### config.mk
export PLATFORM = sky130hd
export DESIGN_NAME = integer_to_text_formatter_core
export DESIGN_NICKNAME = d
export VERILOG_FILES = /design/src/rtl/core/itf_pkg.sv /design/src/rtl/core/itf_div_unit.sv /design/src/rtl/core/integer_to_text_formatter_core.sv
export SDC_FILE = /design/constraint.sdc
export NUM_CORES = 1
export LEC_CHECK = 0
export BUFFER_PORTS_ARGS = -buffer_cell sky130_fd_sc_hd__buf_2
export CORE_AREA = 4 4 278 280
export DETAILED_ROUTE_END_ITERATION = 12
export DIE_AREA = 0 0 282 284
export PLACE_DENSITY = 0.57
export SETUP_SLACK_MARGIN = 0.05
export SLEW_MARGIN = 25
export SYNTH_ARGS = -nofsm -noshare
export SYNTH_HDL_FRONTEND = slang
export SYNTH_SLANG_ARGS = --single-unit
### constraint.sdc
create_clock -name i_clk -period 8.76 [get_ports i_clk]
set_input_delay 1.752 -clock i_clk [delete_from_list [all_inputs] [get_ports i_clk]]
set_output_delay 1.752 -clock i_clk [all_outputs]
set_load 0.02 [all_outputs]
### src/rtl/core/itf_pkg.sv
`default_nettype none
package itf_pkg;

    // radix codes on base_sel
    localparam logic [1:0] BASE_BIN = 2'd0;
    localparam logic [1:0] BASE_OCT = 2'd1;
    localparam logic [1:0] BASE_DEC = 2'd2;
    localparam logic [1:0] BASE_HEX = 2'd3;

    // format_flags bit positions
    localparam int FL_ZERO  = 0;
    localparam int FL_LEFT  = 1;
    localparam int FL_PLUS  = 2;
    localparam int FL_SPACE = 3;
    localparam int FL_ALT   = 4;
    localparam int FL_UPPER = 5;
    localparam int FL_PREC  = 6;

    localparam logic [7:0] CH_ZERO  = 8'h30;
    localparam logic [7:0] CH_UA    = 8'h41;
    localparam logic [7:0] CH_LA    = 8'h61;
    localparam logic [7:0] CH_LX    = 8'h78;
    localparam logic [7:0] CH_UX    = 8'h58;
    localparam logic [7:0] CH_LB    = 8'h62;
    localparam logic [7:0] CH_MINUS = 8'h2d;
    localparam logic [7:0] CH_PLUS  = 8'h2b;
    localparam logic [7:0] CH_SPACE = 8'h20;

    // 12-bit value / 10 by reciprocal: (v * 6554) >> 16, exact for v < 2560
    localparam logic [12:0] RECIP10 = 13'd6554;

    typedef struct packed {
        logic       start;
        logic [1:0] base_sel;
    } t_div_req;

    typedef struct packed {
        logic       done;
        logic [3:0] digit;
    } t_div_rsp;

endpackage
`default_nettype wire

### src/rtl/core/itf_div_unit.sv
`default_nettype none
module itf_div_unit (
    input  wire logic             i_clk,
    input  wire logic             i_rst_n,
    input  wire itf_pkg::t_div_req i_req,
    input  wire logic [63:0]      i_value,
    output itf_pkg::t_div_rsp     o_rsp,
    output logic [63:0]           o_quot
);
    import itf_pkg::*;

    logic [63:0] r_q;
    logic [3:0]  r_rem;
    logic [3:0]  r_digit;
    logic [2:0]  r_cnt;
    logic        r_busy;
    logic        r_done;

    // one byte of the dividend per step, remainder carried down
    logic [11:0] step_v;
    logic [24:0] step_prod;
    logic [7:0]  step_q;
    logic [11:0] step_q10;
    logic [3:0]  step_r;

    // power-of-two radix: mask and shift
    logic [5:0]  p2_sh;
    logic [3:0]  p2_mask;

    assign step_v    = {r_rem, r_q[63:56]};
    assign step_prod = 25'(step_v) * 25'(RECIP10);
    assign step_q    = step_prod[23:16];
    assign step_q10  = {1'b0, step_q, 3'b000} + {3'b000, step_q, 1'b0};
    assign step_r    = 4'(step_v - step_q10);

    always_comb begin
        case (i_req.base_sel)
            BASE_BIN: begin p2_sh = 6'd1; p2_mask = 4'h1; end
            BASE_OCT: begin p2_sh = 6'd3; p2_mask = 4'h7; end
            default:  begin p2_sh = 6'd4; p2_mask = 4'hf; end
        endcase
    end

    always_ff @(posedge i_clk) begin
        if (!i_rst_n) begin
            r_busy <= 1'b0;
            r_done <= 1'b0;
            r_cnt  <= '0;
        end else begin
            r_done <= 1'b0;
            if (i_req.start) begin
                if (i_req.base_sel == BASE_DEC) begin
                    r_q    <= i_value;
                    r_rem  <= '0;
                    r_cnt  <= '0;
                    r_busy <= 1'b1;
                end else begin
                    r_q     <= i_value >> p2_sh;
                    r_digit <= i_value[3:0] & p2_mask;
                    r_done  <= 1'b1;
                end
            end else if (r_busy) begin
                r_q   <= {r_q[55:0], step_q};
                r_rem <= step_r;
                r_cnt <= r_cnt + 3'd1;
                if (r_cnt == 3'd7) begin
                    r_busy  <= 1'b0;
                    r_done  <= 1'b1;
                    r_digit <= step_r;
                end
            end
        end
    end

    assign o_rsp.done  = r_done;
    assign o_rsp.digit = r_digit;
    assign o_quot      = r_q;

endmodule
`default_nettype wire

### src/rtl/core/integer_to_text_formatter_core.sv
`default_nettype none
// printf-style integer formatter. Each input beat carries a 64-bit magnitude,
// sign, radix, precision, width and flags; the block then streams the field
// out one character per output beat, last_char marking the final one (a zero
// value with explicit precision of zero, no width and no sign gives no beats
// at all). Digits come from one divide unit, by mask and shift for binary,
// octal and hex and, for decimal, by a start step, eight byte-wide reciprocal
// steps and a step that takes the digit. Precision zeros, zero padding,
// prefix and sign are written to the digit buffer one character at a time,
// then the field drains at one character per cycle while the output is not
// stalled, up to 64 beats. No new input beat is taken until the last
// character of the field has gone.
module integer_to_text_formatter_core #(
    parameter int DIGIT_BUFFER = 32,
    parameter int MAX_WIDTH    = 64
) (
    input  wire logic        i_clk,
    input  wire logic        i_rst_n,
    // input channel
    input  wire logic        i_in_valid,
    output logic             o_in_stall,
    input  wire logic [63:0] i_magnitude,
    input  wire logic        i_negative,
    input  wire logic [1:0]  i_base_sel,
    input  wire logic [5:0]  i_precision,
    input  wire logic [6:0]  i_field_width,
    input  wire logic [6:0]  i_format_flags,
    // output channel
    output logic             o_out_valid,
    input  wire logic        i_out_stall,
    output logic [7:0]       o_char_code,
    output logic             o_last_char
);
    import itf_pkg::*;

    localparam int LENW = $clog2(DIGIT_BUFFER + 1);
    localparam int LW   = $clog2(DIGIT_BUFFER);
    localparam logic [LENW-1:0] DB_LEN  = LENW'(DIGIT_BUFFER);
    localparam logic [LENW-1:0] DB_LAST = LENW'(DIGIT_BUFFER - 1);

    typedef enum logic [3:0] {
        S_IDLE, S_DGO, S_DWAIT, S_FILL, S_ALT, S_PFX1, S_PFX2, S_SIGN,
        S_SETUP, S_EMIT
    } t_state;

    t_state      r_state;
    logic [63:0] r_mag;
    logic        r_neg;
    logic [1:0]  r_base;
    logic [5:0]  r_prec;
    logic [6:0]  r_w;
    logic [6:0]  r_fl;
    logic [LENW-1:0] r_len;
    logic [6:0]  r_padl;
    logic [6:0]  r_rem;
    logic [7:0]  r_buf [DIGIT_BUFFER];
    logic        r_out_valid;
    logic [7:0]  r_char;
    logic        r_last;

    t_div_req    div_req;
    t_div_rsp    div_rsp;
    logic [63:0] div_quot;

    itf_div_unit u_div (
        .i_clk   (i_clk),
        .i_rst_n (i_rst_n),
        .i_req   (div_req),
        .i_value (r_mag),
        .o_rsp   (div_rsp),
        .o_quot  (div_quot)
    );

    assign div_req.start    = (r_state == S_DGO);
    assign div_req.base_sel = r_base;

    // capture-side decode
    logic [6:0] in_wsat;
    logic [6:0] in_w;
    logic       in_zero_val;
    logic [6:0] in_fl;

    assign in_wsat     = (i_field_width > 7'(MAX_WIDTH)) ? 7'(MAX_WIDTH) : i_field_width;
    assign in_zero_val = (i_magnitude == 64'd0);

    always_comb begin
        in_fl = i_format_flags;
        if (in_zero_val) in_fl[FL_ALT] = 1'b0;
        in_w = in_wsat;
        // room for the sign when zero padding right-justified
        if (!i_format_flags[FL_LEFT] && in_wsat != 7'd0 && i_format_flags[FL_ZERO] &&
            (i_negative || i_format_flags[FL_PLUS] || i_format_flags[FL_SPACE]))
            in_w = in_wsat - 7'd1;
    end

    // working-side decode
    logic [7:0] len8;
    logic [7:0] prec8;
    logic [7:0] w8;
    logic       room;
    logic [7:0] dig_ch;
    logic [LENW-1:0] len_m1;
    logic [LENW-1:0] len_trim;
    logic       has_sign;
    logic [7:0] sign_ch;
    logic       padded;
    logic [6:0] len7;
    logic [6:0] excess;

    assign len8  = 8'(r_len);
    assign prec8 = 8'(r_prec);
    assign w8    = 8'(r_w);
    assign room  = (r_len < DB_LEN);
    assign len7  = 7'(r_len);

    always_comb begin
        if (div_rsp.digit < 4'd10)
            dig_ch = CH_ZERO + 8'(div_rsp.digit);
        else
            dig_ch = (r_fl[FL_UPPER] ? CH_UA : CH_LA) + 8'(div_rsp.digit - 4'd10);
    end

    // alternate-form trimming: one character, two for hex
    assign len_m1   = r_len - LENW'(1);
    assign len_trim = (len_m1 != '0 && r_base == BASE_HEX) ? len_m1 - LENW'(1) : len_m1;

    assign has_sign = r_neg || r_fl[FL_PLUS] || r_fl[FL_SPACE];
    assign sign_ch  = r_neg ? CH_MINUS : (r_fl[FL_PLUS] ? CH_PLUS : CH_SPACE);

    assign padded = r_fl[FL_LEFT] || !r_fl[FL_ZERO];
    assign excess = (r_w > len7) ? (r_w - len7) : 7'd0;

    always_ff @(posedge i_clk) begin
        if (!i_rst_n) begin
            r_state     <= S_IDLE;
            r_out_valid <= 1'b0;
            r_last      <= 1'b0;
            r_len       <= '0;
            r_padl      <= '0;
            r_rem       <= '0;
        end else begin
            case (r_state)
                S_IDLE: begin
                    if (i_in_valid) begin
                        r_mag  <= i_magnitude;
                        r_neg  <= i_negative;
                        r_base <= i_base_sel;
                        r_prec <= i_precision;
                        r_w    <= in_w;
                        r_fl   <= in_fl;
                        r_len  <= '0;
                        if (i_format_flags[FL_PREC] && in_zero_val)
                            r_state <= S_FILL;
                        else
                            r_state <= S_DGO;
                    end
                end
                S_DGO: r_state <= S_DWAIT;
                S_DWAIT: begin
                    if (div_rsp.done) begin
                        r_buf[r_len[LW-1:0]] <= dig_ch;
                        r_len <= r_len + LENW'(1);
                        r_mag <= div_quot;
                        if (div_quot == 64'd0 || r_len == DB_LAST)
                            r_state <= S_FILL;
                        else
                            r_state <= S_DGO;
                    end
                end
                S_FILL: begin
                    if (r_fl[FL_LEFT]) begin
                        r_state <= S_ALT;
                    end else if (room && (len8 < prec8 ||
                                          (r_fl[FL_ZERO] && len8 < w8))) begin
                        r_buf[r_len[LW-1:0]] <= CH_ZERO;
                        r_len <= r_len + LENW'(1);
                    end else begin
                        r_state <= S_ALT;
                    end
                end
                S_ALT: begin
                    if (!r_fl[FL_ALT]) begin
                        r_state <= S_SIGN;
                    end else begin
                        if (!r_fl[FL_PREC] && r_len != '0 && (len8 == prec8 || len8 == w8))
                            r_len <= len_trim;
                        r_state <= S_PFX1;
                    end
                end
                S_PFX1: begin
                    if (room && r_base == BASE_HEX) begin
                        r_buf[r_len[LW-1:0]] <= r_fl[FL_UPPER] ? CH_UX : CH_LX;
                        r_len <= r_len + LENW'(1);
                    end else if (room && r_base == BASE_BIN) begin
                        r_buf[r_len[LW-1:0]] <= CH_LB;
                        r_len <= r_len + LENW'(1);
                    end
                    r_state <= S_PFX2;
                end
                S_PFX2: begin
                    if (room) begin
                        r_buf[r_len[LW-1:0]] <= CH_ZERO;
                        r_len <= r_len + LENW'(1);
                    end
                    r_state <= S_SIGN;
                end
                S_SIGN: begin
                    if (room && has_sign) begin
                        r_buf[r_len[LW-1:0]] <= sign_ch;
                        r_len <= r_len + LENW'(1);
                    end
                    r_state <= S_SETUP;
                end
                S_SETUP: begin
                    r_padl  <= (!r_fl[FL_LEFT] && !r_fl[FL_ZERO]) ? excess : 7'd0;
                    r_rem   <= padded ? (len7 + excess) : len7;
                    r_state <= S_EMIT;
                end
                S_EMIT: begin
                    if (!r_out_valid || !i_out_stall) begin
                        if (r_rem != 7'd0) begin
                            r_out_valid <= 1'b1;
                            r_last      <= (r_rem == 7'd1);
                            r_rem       <= r_rem - 7'd1;
                            if (r_padl != 7'd0) begin
                                r_char <= CH_SPACE;
                                r_padl <= r_padl - 7'd1;
                            end else if (r_len != '0) begin
                                r_char <= r_buf[len_m1[LW-1:0]];
                                r_len  <= len_m1;
                            end else begin
                                r_char <= CH_SPACE;
                            end
                        end else begin
                            r_out_valid <= 1'b0;
                            r_last      <= 1'b0;
                            r_state     <= S_IDLE;
                        end
                    end
                end
                default: r_state <= S_IDLE;
            endcase
        end
    end

    assign o_in_stall  = (r_state != S_IDLE);
    assign o_out_valid = r_out_valid;
    assign o_char_code = r_char;
    assign o_last_char = r_last;

endmodule
`default_nettype wire
; Yosys cells after proc, flatten, opt, wreduce, memory -nomap -nowiden
; Memory sizes are Yosys's and may differ from the RTL's. A register that Yosys moved wholly into a read port is not among the register bits.
; Cells that the tools add are included.
[classes]
add_sub_neg = 14
n_mul = 1
order_cmp = 6
n_eq_ne = 35
shifts = 1
n_mux = 102
n_bitwise = 7
reduce_logical = 56
[ops]
columns = op, count
row1 = $mux 64, 5
row2 = $logic_not 64->1, 2
row3 = $pmux 64 s2, 1
row4 = $mux 6, 17
row5 = $mux 7, 10
row6 = $shr 64x3->64, 1
row7 = $mux 4, 15
row8 = $mux 8, 6
row9 = $pmux 6 s8, 1
row10 = $pmux 4 s10, 1
row11 = $mux 1, 36
row12 = $ne 2x2->1 const B, 14
row13 = $pmux 7 s2, 2
row14 = $mul 12x12->23 const B, 1
row15 = $reduce_bool 7->1, 3
row16 = $sub 7x1->7 const B, 3
row17 = $eq 4x3->1 const B, 4
row18 = $reduce_and 4->1, 4
row19 = $reduce_and 14->1, 1
row20 = $logic_and 1x1->1, 13
row21 = $reduce_bool 6->1, 2
row22 = $sub 6x1->6 const B, 2
row23 = $logic_or 1x1->1, 9
row24 = $mux 3, 3
row25 = other kinds (43), 66
[totals]
regBits = 190
mem_bits_rw = 256
in_bits = 91
output_inout_bits = 11
word_cells = 242
mem_count = 1
[mem_list]
columns = memory, depth, width, read_ports, rd_ports_with_merged_regs, wr, line
row1 = r_buf, 32, 8, 1, 1, 1, integer_to_text_formatter_core.sv:56  ; logic [7:0] r_buf [DIGIT_BUFFER];

; Depth between registers and ports, before layout
; Gate-level depths: netlist of run 1.
[depth]
depth_word = 14
depth_mapped = 22
ltp_nobuf = 22

; Cells and area by module
; A second synthesis of run 1 with hierarchy kept.
[hier_totals]
hier_cells = 1894
hier_area_um2 = 24826.3
[by_module_without_submodules]
columns = mod, instances, cells_per_inst, area_each_um2, seq_area_each_um2
row1 = integer_to_text_formatter_core, 1, 1211, 17450.5, 11060.6
row2 = itf_div_unit, 1, 683, 7375.8, 2262.2

; Worst setup path after synthesis of run 1
; OpenSTA, ideal clock, no wires.
[synth_timing]
path_type = input port to flip-flop
from = in i_rst_n
to = reg r_mag[0] (enable)
setup_ps = 644
t_arrival_ps = 8453
t_required_ps = 8116
slack_ps = -337
stages = 4
n_path_buf = 2
cell_sequence = clkbuf_1 -> inv_1 -> clkbuf_1 -> nor4_1
[synth_via]
elab_chain_cells = 1
[synth_lines]
columns = element, line
row1 = start: declaration, integer_to_text_formatter_core.sv:18  ; input wire logic i_rst_n,
row2 = $reduce_and 4->1 (no source line), -
row3 = end signal: assignment, integer_to_text_formatter_core.sv:145  ; r_mag <= i_magnitude;
row4 = end signal: assignment, integer_to_text_formatter_core.sv:163  ; r_mag <= div_quot;
row5 = end: declaration, integer_to_text_formatter_core.sv:47  ; logic [63:0] r_mag;
; No other way between the ends.
; A chain may end at the register's enable or synchronous reset.

; Worst setup path after layout of run 1
[layout_timing]
from = reg u_div.r_q[59], in the netlist u_div.o_quot[59]
to = reg u_div.r_digit[3], data pin
[layout_via]
elab_chain_cells = 6
[layout_lines]
columns = element, line
row1 = start: declaration, itf_div_unit.sv:12  ; logic [63:0] r_q;
row2 = start signal: assignment, itf_div_unit.sv:53  ; r_q <= i_value;
row3 = start signal: assignment, itf_div_unit.sv:58  ; r_q <= i_value >> p2_sh;
row4 = start signal: assignment, itf_div_unit.sv:63  ; r_q <= {r_q[55:0], step_q};
row5 = $mul 12x12->23, itf_div_unit.sv:31  ; assign step_prod = 25'(step_v) * 25'(RECIP10);
row6 = $add 4x4->4, itf_div_unit.sv:33  ; assign step_q10 = {1'b0, step_q, 3'b000} + {3'b000, step_q, 1'b0};
row7 = $sub 4x4->4 *, itf_div_unit.sv:34  ; assign step_r = 4'(step_v - step_q10);
row8 = $mux 4 *, itf_div_unit.sv:66  ; if (r_cnt == 3'd7) begin
row9 = $mux 4 *, itf_div_unit.sv:62  ; end else if (r_busy) begin
row10 = $mux 4 *, itf_div_unit.sv:51  ; if (i_req.start) begin
row11 = end signal: assignment, itf_div_unit.sv:59  ; r_digit <= i_value[3:0] & p2_mask;
row12 = end signal: assignment, itf_div_unit.sv:69  ; r_digit <= step_r;
row13 = end: declaration, itf_div_unit.sv:14  ; logic [3:0] r_digit;
; Every way passes the cells marked *; elsewhere a longest branch is shown, timed or not. The select of a mux whose other input is x is not followed.

==> results_dict.tcl, run 1 <==
set metrics [dict create \
    io_buffers 101 \
    syn_nets 2047 \
    crit_fanout 8 \
    ys_types 73 \
    synth-seq-cells 454 \
    cts_tree "built" \
    design.die.area_sq_um 80100 \
    outcome "complete, no violations" \
    synth_warnings 0 \
    worst_slack_ns 2.56 \
    row_count 100 \
    cts.sinks 454 \
    reg2reg_setup_slack_ns 2.56 \
    p_per_area_nw_per_um2 349 \
    clk_latency_ns 0.60 \
    syn_inst 1789 \
    final_core_util 0.374 \
    die_h_microns 284 \
    root_buffer "clkbuf_16" \
    drive_gt1_frac 0.225 \
    fill_cells 7000 \
    min_path_type "reg -> reg" \
    vdd_drop_max_uv 449 \
    cp.arrival_ns 6.56 \
    wl_microns 61400 \
    synth_edf_count 423 \
    h-tree-depth 2 \
    die_w_microns 282 \
    worstPathRequired_ns 9.12 \
    drt_iter0_markers 1347 \
    antennaDiodeCount 0 \
    initial_core_util 0.330 \
    finalNetCount 2138 \
    io_pins 102 \
    ctsLongestPathBuffers 3 \
    synth-async-reset-ratio 0 \
    slew_viol_final 0 \
    postSynthAreaPerCell_sq_um 13.7 \
    antenna_found_initial 2 \
    cts.repair.resized 0 \
    hold_start "o_last_char" \
    min_to "o_last_char" \
    yosys-top-cells-area "edfxtp_1, mux4_2, ha_1" \
    final-setup-viol-count 0 \
    cts_made_buffers 48 \
    synth_top_area_cell "edfxtp_1" \
    worst_slew_pin_slew_ns 0.974 \
    cap_violations 0 \
    overflow 0 \
    slew_headroom 0.347 \
    vias 15321 \
    reg2regPathDepth 22 \
    layout_min_cycle_time_ns 6.20 \
    grt_use_total 0.152 \
    yosysSeqAreaShare 0.543 \
    most-common-layout-cells "edfxtp_1, nand2_1, mux4_2" \
    avgViaCountPerCell 5.31 \
    grt_max_degree 75 \
    r2r_end "u_div.r_digit[3]" \
    fmax_mhz 161 \
    grt_pass1_wl_microns 94600 \
    place_ws_ns 2.55 \
    final_common_cell "edfxtp_1" \
    startpoint_type "flop" \
    skew_ns 0.0415 \
    clk_pin_slew_worst_paths_ns 0.06 \
    syn_to_final_growth_pct 13.4 \
    core_area_sq_um 74400 \
    ant_nets 0 \
    place.gp.congestion 0.849 \
    rsz0062_at_grt "false" \
    holdBufCountCts 0 \
    drc 0 \
    crit_type "reg -> reg" \
    synthFlopType "edfxtp_1" \
    hpwl_microns 42600 \
    grt_pass1_vias 15510 \
    wl_per_cell_microns 21.3 \
    hold_depth 2 \
    postCtsSetupRepairBufs 0 \
    finalSetupTns_ns 0 \
    finalHoldViolCount 0 \
    first_pass_iters 7 \
    critPathCaptureType "flop" \
    syn_area_sq_um 24500 \
    p_leak_nw 9.91 \
    finalCritPeriodShare 0.708 \
    synth_top_area_frac 0.518 \
    reg2reg_from "u_div.o_quot[59]" \
]
[layout make-up]
cell class | instances | area (sq um) | area share
Multi-Input combinational cell | 1119 | 10500 | 0.377
Timing Repair Buffer | 128 | 708 | 0.0255
Clock buffer | 59 | 1260 | 0.0454
Tap cell | 969 | 1210 | 0.0436
Sequential cell | 454 | 13300 | 0.479
Clock inverter | 29 | 345 | 0.0124
Inverter | 129 | 484 | 0.0174
[critical path, cell delays in order (launching register included)]
cell and delay, ns:
edfxtp_1 0.57, inv_1 0.09, ha_1 0.30, inv_1 0.06, fa_1 0.50, inv_1 0.05
fa_1 0.46, fa_1 0.50, inv_1 0.05, fa_1 0.47, inv_1 0.05, ha_1 0.28
and3_1 0.18, a221o_1 0.39, a22oi_1 0.38, a21boi_1 0.19, nor2_1 0.15, xnor2_1 0.17
ha_1 0.30, a211oi_1 0.24, xnor3_1 0.25, and2_1 0.18, a31o_1 0.18
[how the worst max path moves through the flow]
stage / startpoint / endpoint / slack (ns)
floorplan: i_rst_n / r_mag[0] / 2.38
global placement: u_div.o_quot[59] / u_div.r_digit[3] / 2.74
detailed placement: u_div.o_quot[59] / u_div.r_digit[3] / 2.55
CTS: u_div.o_quot[59] / u_div.r_digit[3] / 2.53
global route: u_div.o_quot[59] / u_div.r_digit[3] / 2.25
finish: u_div.o_quot[59] / u_div.r_digit[3] / 2.56
[per-layer routing]
layer,track usage,share of wire
met4,0.0342,0.019
met3,0.0228,0.055
met1,0.220,0.46
met5,0,0.00049
met2,0.243,0.47
[kinds of logic after synthesis]
logic type,share of synthesized area
XOR/XNOR,0.0159
AND/OR/NAND/NOR,0.0919
AO/OA/AOI/OAI,0.0516
adder cells (fa/ha/maj),0.0971
buffers and inverters,0.0349
multiplexers,0.166
flip-flops,0.543
[registers in the layout (all words and copies together), names as in the netlist, 6 cells and up]
name and flops:
r_fl 7, r_mag 64, u_div.o_quot 64, r_rem 7, r_buf 256, o_char_code 8
r_prec 6, r_w 7, r_len 6, r_padl 7
[through the flow]
stage / power, mW / instance area, sq um / hold WS (ns) / cells
6_report: 9.71 / 27800 / 0.447 / 2887
5_1_grt: 10.5 / 27800 / 0.507 / 2887
4_1_cts: 9.83 / 27800 / 0.454 / 2887
3_5_place_dp: 7.69 / 26200 / 0.445 / 2799
3_3_place_gp: 7.59 / 26200 / 0.446 / 2799
2_1_floorplan: 6.48 / 24500 / 0.449 / 1789
[Yosys cell counts (7+ instances only)]
library cell and n:
o21ai_0 32, ha_1 128, mux2i_1 18, clkbuf_1 55, a21oi_1 55, fa_1 39
buf_1 8, inv_1 127, and3_1 8, edfxtp_1 423, o21ai_1 9, mux2_2 65
buf_2 21, nor3_1 21, xor2_1 9, mux4_2 140, nand4_1 15, nand2_1 211
o21a_1 7, nor2_1 120, nand2b_1 10, nor2b_1 14, nand3_1 24, xnor2_1 33
a21o_1 13, nor3b_1 7, a211oi_1 11, dfxtp_1 31, nor4_1 37
[power by group]
| group | total (mW) | internal [mW] | switching, mW |
|---|---|---|---|
| combinational | 4.48 | 2.00 | 2.48 |
| clock | 2.08 | 1.21 | 0.870 |
| sequential | 3.15 | 2.94 | 0.210 |
Note: power is estimated with default switching activity, not from simulation.
==> inputs of run 2 (changes only) <==
clock period = 5.3 ns   (was 8.76 ns; I/O delays follow)
==> results_dict.tcl, run 2 (synthesized netlist as in run 1, its figures left out) <==
set metrics [dict create \
    outcome "finished, violations left" \
    violations "negative setup slack" \
    avgViaCountPerCell 5.30 \
    grt_use_total 0.153 \
    first_pass_iters 6 \
    layout_min_cycle_time_ns 5.53 \
    critPathCaptureType "flop" \
    cts.sinks 454 \
    skew_ns 0.0310 \
    startpoint_type "flop" \
    ctsLongestPathBuffers 3 \
    clk_latency_ns 0.61 \
    grt_pass1_vias 15858 \
    crit_fanout 3 \
    p_per_area_nw_per_um2 639 \
    wl_microns 62000 \
    hpwl_microns 43900 \
    most-common-layout-cells "edfxtp_1, nand2_1, mux4_2" \
    regArea_sq_um 13300 \
    design.die.area_sq_um 80100 \
    io_pins 102 \
    initial_core_util 0.330 \
    finalNetCount 2200 \
    slew_headroom 0.353 \
    vias 15655 \
    io_buffers 101 \
    h-tree-depth 2 \
    design_area_sq_um 28500 \
    overflow 0 \
    vdd_drop_max_uv 679 \
    antenna_found_initial 2 \
    core_area_sq_um 74400 \
    placedCellCount 2848 \
    place.gp.congestion 0.854 \
    worst_slack_ns -0.226 \
    worstPathRequired_ns 5.65 \
    fmax_mhz 181 \
    rsz0062_at_grt "true" \
    worst_slew_pin_slew_ns 0.967 \
    slew_viol_final 0 \
    post_dp_cell_area_sq_um 26600 \
    p_leak_nw 10.3 \
    multi_input_area_sq_um 10600 \
    cp.arrival_ns 5.88 \
    clk_pin_slew_worst_paths_ns 0.06 \
    finalHoldViolCount 0 \
    cts_made_buffers 51 \
    root_buffer "clkbuf_16" \
    whs_ns 0.459 \
    ant_nets 0 \
    wl_per_cell_microns 21.0 \
    final_common_cell "edfxtp_1" \
    grt_max_degree 71 \
    finalCritPeriodShare 1.04 \
    grt_pass1_wl_microns 95400 \
    cts_tree "built" \
    final_core_util 0.383 \
    final-setup-viol-count 2 \
    fill_cells 6964 \
    min_path_type "reg -> reg" \
    die_w_microns 282 \
    drt_iter0_markers 1393 \
    fin_cells 2952 \
    largest_register_ff_count 256 \
    cap_violations 0 \
    die_h_microns 284 \
    syn_to_final_growth_pct 16.2 \
    row_count 100 \
    drive_gt1_frac 0.262 \
    crit_type "reg -> reg" \
    drc 0 \
]
run 2: cell count changes in the layout (fill, tap and decap cells not counted), sizes merged:
cell / delta
buf: +59
bufinv: +1
diode: +2
inv: +2
clkinv: +3
clkinvlp: -2
run 2: layout make-up:
cell class,instances,share of cell area
diodes,2,0.000175
clock buffers,59,0.0465
clock inverters,33,0.0134
inverters,129,0.0170
multi-input cells,1119,0.372
flip-flops and latches,454,0.467
well taps,969,0.0425
repair buffers,187,0.0406
run 2: worst paths after layout:
| kind | cells past startpoint | to | slack [ns] | startpoint |
|---|---|---|---|---|
| setup / recovery | 22 | u_div.r_digit[3] | -0.23 | u_div.o_quot[58] |
| hold / removal | 2 | o_last_char | 0.46 | o_last_char |
| setup reg to reg | 22 | u_div.r_digit[3] | -0.23 | u_div.o_quot[58] |
| hold reg to reg | 2 | o_last_char | 0.46 | o_last_char |
run 2: power by group:
group          internal (mW)  total, mW  switching [mW]  leakage, nW
Sequential              4.86       5.13           0.275         4.08
Combinational           4.72       9.47            4.75         5.37
Clock                   2.14       3.61            1.47        0.840
Total                   11.7       18.2            6.50         10.3
run 2: through the flow:
stage	TNS, ns	power (mW)	setup WS, ns
6_report	-0.398	18.2	-0.226
5_1_grt	-1.13	19.5	-0.438
4_1_cts	-0.516	17.9	-0.286
3_5_place_dp	-0.604	13.5	-0.353
3_3_place_gp	-0.295	13.3	-0.233
2_1_floorplan	-0.144	10.9	-0.144
run 2: worst max-delay path: stages, from the launching register on:
cell,delay [ns]
edfxtp_1,0.43
buf_6,0.15
ha_4,0.22
xor2_2,0.17
ha_2,0.17
a21o_1,0.17
fa_1,0.47
fa_1,0.49
inv_1,0.05
fa_1,0.49
inv_2,0.05
ha_4,0.21
and3_4,0.15
a221o_1,0.34
a22oi_2,0.23
a21boi_2,0.09
nor2_2,0.16
xnor2_2,0.10
ha_1,0.33
a211oi_2,0.21
xnor3_1,0.25
and2_4,0.17
a31o_1,0.17
run 2: routing by layer:
layer	GRT usage	share of wire
met1	0.216	0.44
met2	0.246	0.47
met3	0.0298	0.071
met4	0.0339	0.019
met5	0	0
run 2: what timing repair did:
action / 4_1_cts / 5_1_grt
gates resized for setup: 11 / 11
pin swaps: 12 / 11
endpoints found under the setup margin: 3 / 7
buffers inserted: 8 / 2
hold buffers: 0 / 0
==> inputs of run 3 (changes only) <==
==> constraint.sdc (replaced) <==
create_clock -name i_clk -period 5.3 [get_ports i_clk]
set_input_delay 0.53 -clock i_clk [delete_from_list [all_inputs] [get_ports i_clk]]
set_output_delay 0.53 -clock i_clk [all_outputs]
set_load 0.02 [all_outputs]
==> results_dict.tcl, run 3 (synthesized netlist as in run 1, its figures left out) <==
set metrics [dict create \
    outcome "finished, violations left" \
    violations "negative setup slack" \
    crit_start "u_div.o_quot[58]" \
    p_per_area_nw_per_um2 636 \
    finalNetCount 2192 \
    syn_to_final_growth_pct 15.9 \
    design_area_sq_um 28400 \
    placedCellCount 2839 \
    p_leak_nw 10.2 \
    cts.sinks 454 \
    ctsLongestPathBuffers 3 \
    whs_ns 0.0990 \
    avgViaCountPerCell 5.29 \
    cp.arrival_ns 5.91 \
    p_int_mw 11.6 \
    row_count 100 \
    p_seq_frac 0.284 \
    finalHoldViolCount 0 \
    hpwl_microns 43300 \
    reg2regPathDepth 22 \
    fill_cells 6910 \
    drive_gt1_frac 0.260 \
    finalCritPeriodShare 1.05 \
    sw_frac_of_total 0.361 \
    pwr-share-comb 0.517 \
    die_w_microns 282 \
    antenna_found_initial 2 \
    fmax_mhz 180 \
    layout_min_cycle_time_ns 5.56 \
    worst_slack_ns -0.255 \
    crit_type "reg -> reg" \
    crit_top_cell "fa_1" \
    ant_nets 0 \
    grt_use_total 0.154 \
    largest_register_ff_count 256 \
    holdBufCountCts 0 \
    fin_cells 2944 \
    design.die.area_sq_um 80100 \
    die_h_microns 284 \
    overflow 0 \
    antennaDiodeCount 0 \
    io_pins 102 \
    final_core_util 0.382 \
    reg2reg_setup_slack_ns -0.26 \
    grt_pass1_wl_microns 96100 \
    initial_core_util 0.330 \
    drc 0 \
    critPathCaptureType "flop" \
    final_common_cell "edfxtp_1" \
    clk_latency_ns 0.62 \
    cts_tree "built" \
    slew_headroom 0.365 \
    root_buffer "clkbuf_16" \
    r2r_end "u_div.r_digit[3]" \
    crit_chain "buf_6, ha_4, xor2_2, ha_1, a21o_1, fa_1, fa_1, inv_1, fa_1, inv_2, ha_4, and3_4, a221o_1, a22oi_2, a21boi_2, nor2_2, xnor2_2, ha_1, a211oi_2, xnor3_1, and2_4, a31o_1" \
    drt_iter0_markers 1221 \
    post_dp_cell_area_sq_um 26500 \
    power_mw 18.1 \
    vdd_drop_max_uv 850 \
    first_pass_iters 5 \
    h-tree-depth 2 \
    slowest_stage "fa_1" \
    grt_max_degree 70 \
    wl_per_cell_microns 21.1 \
    cp-endpoint "u_div.r_digit[3]" \
    finalSetupTns_ns -0.431 \
    io_buffers 101 \
    startpoint_type "flop" \
    place_ws_ns -0.362 \
    clockPowerShare 0.199 \
    slew_viol_final 0 \
    grt_pass1_vias 15954 \
    cap_violations 0 \
    core_area_sq_um 74400 \
    place.gp.congestion 0.853 \
    clk_pin_slew_worst_paths_ns 0.06 \
    cts_made_buffers 50 \
    rsz0062_at_grt "true" \
    wl_microns 62200 \
    reg2reg_from "u_div.o_quot[58]" \
    vias 15570 \
    crit_fanout 3 \
    worstPathRequired_ns 5.66 \
    final-setup-viol-count 4 \
    most-common-layout-cells "edfxtp_1, nand2_1, mux4_2" \
    switchingPower_mw 6.52 \
    max_stage_delay_ns 0.49 \
    min_path_type "in -> reg" \
    skew_ns 0.0534 \
    worst_slew_pin_slew_ns 0.952 \
]
==> run 3: worst min path at each step <==
stage,startpoint,end,slack (ns),depth (start not counted)
CTS,i_base_sel[0],r_base[0],0.06,1
floorplan,r_rem[1],r_rem[1],0.45,2
global route,i_base_sel[0],r_base[0],0.08,1
detailed placement,o_last_char,o_last_char,0.45,2
finish,i_base_sel[0],r_base[0],0.1,1
global placement,o_last_char,o_last_char,0.44,2
==> run 3: power by group through the flow <==
stage,Combinational [mW],Clock [mW],Sequential [mW]
5_1_grt,10.3,3.83,5.15
2_1_floorplan,5.79,0,5.08
4_1_cts,9.02,3.68,5.12
3_5_place_dp,8.32,0,5.19
3_3_place_gp,8.04,0,5.19
6_report,9.35,3.60,5.13
==> run 3: per-layer routing <==
layer  GRT usage  share of wire
met5           0        0.00050
met4      0.0392          0.022
met3      0.0270          0.059
met2       0.247           0.48
met1       0.217           0.44
==> run 3: final cells by class <==
type / count / area, sq um / share of cell area
Inverter: 129 / 484 / 0.0170
Multi-Input combinational cell: 1119 / 10600 / 0.372
Sequential cell: 454 / 13300 / 0.469
Clock inverter: 37 / 437 / 0.0154
Tap cell: 969 / 1210 / 0.0426
Clock buffer: 56 / 1270 / 0.0448
Timing Repair Buffer: 180 / 1120 / 0.0393
==> run 3: repair_timing <==
action | 4_1_cts | 5_1_grt
endpoints found under the setup margin | 5 | 7
gates resized for setup | 11 | 5
pin swaps | 11 | 7
setup buffers | 8 | 4
==> run 3: worst max-delay path: cells and delay by family, from the launching register on <==
| family | cells | cell delay [ns] |
|---|---|---|
| adders and majority gates | 7 | 2.41 |
| AOI/OAI and AO/OA | 6 | 1.22 |
| xor gates and xnor gates | 3 | 0.51 |
| and+or+nand+nor | 3 | 0.47 |
| DFF | 1 | 0.43 |
| buffers and inverters | 3 | 0.25 |
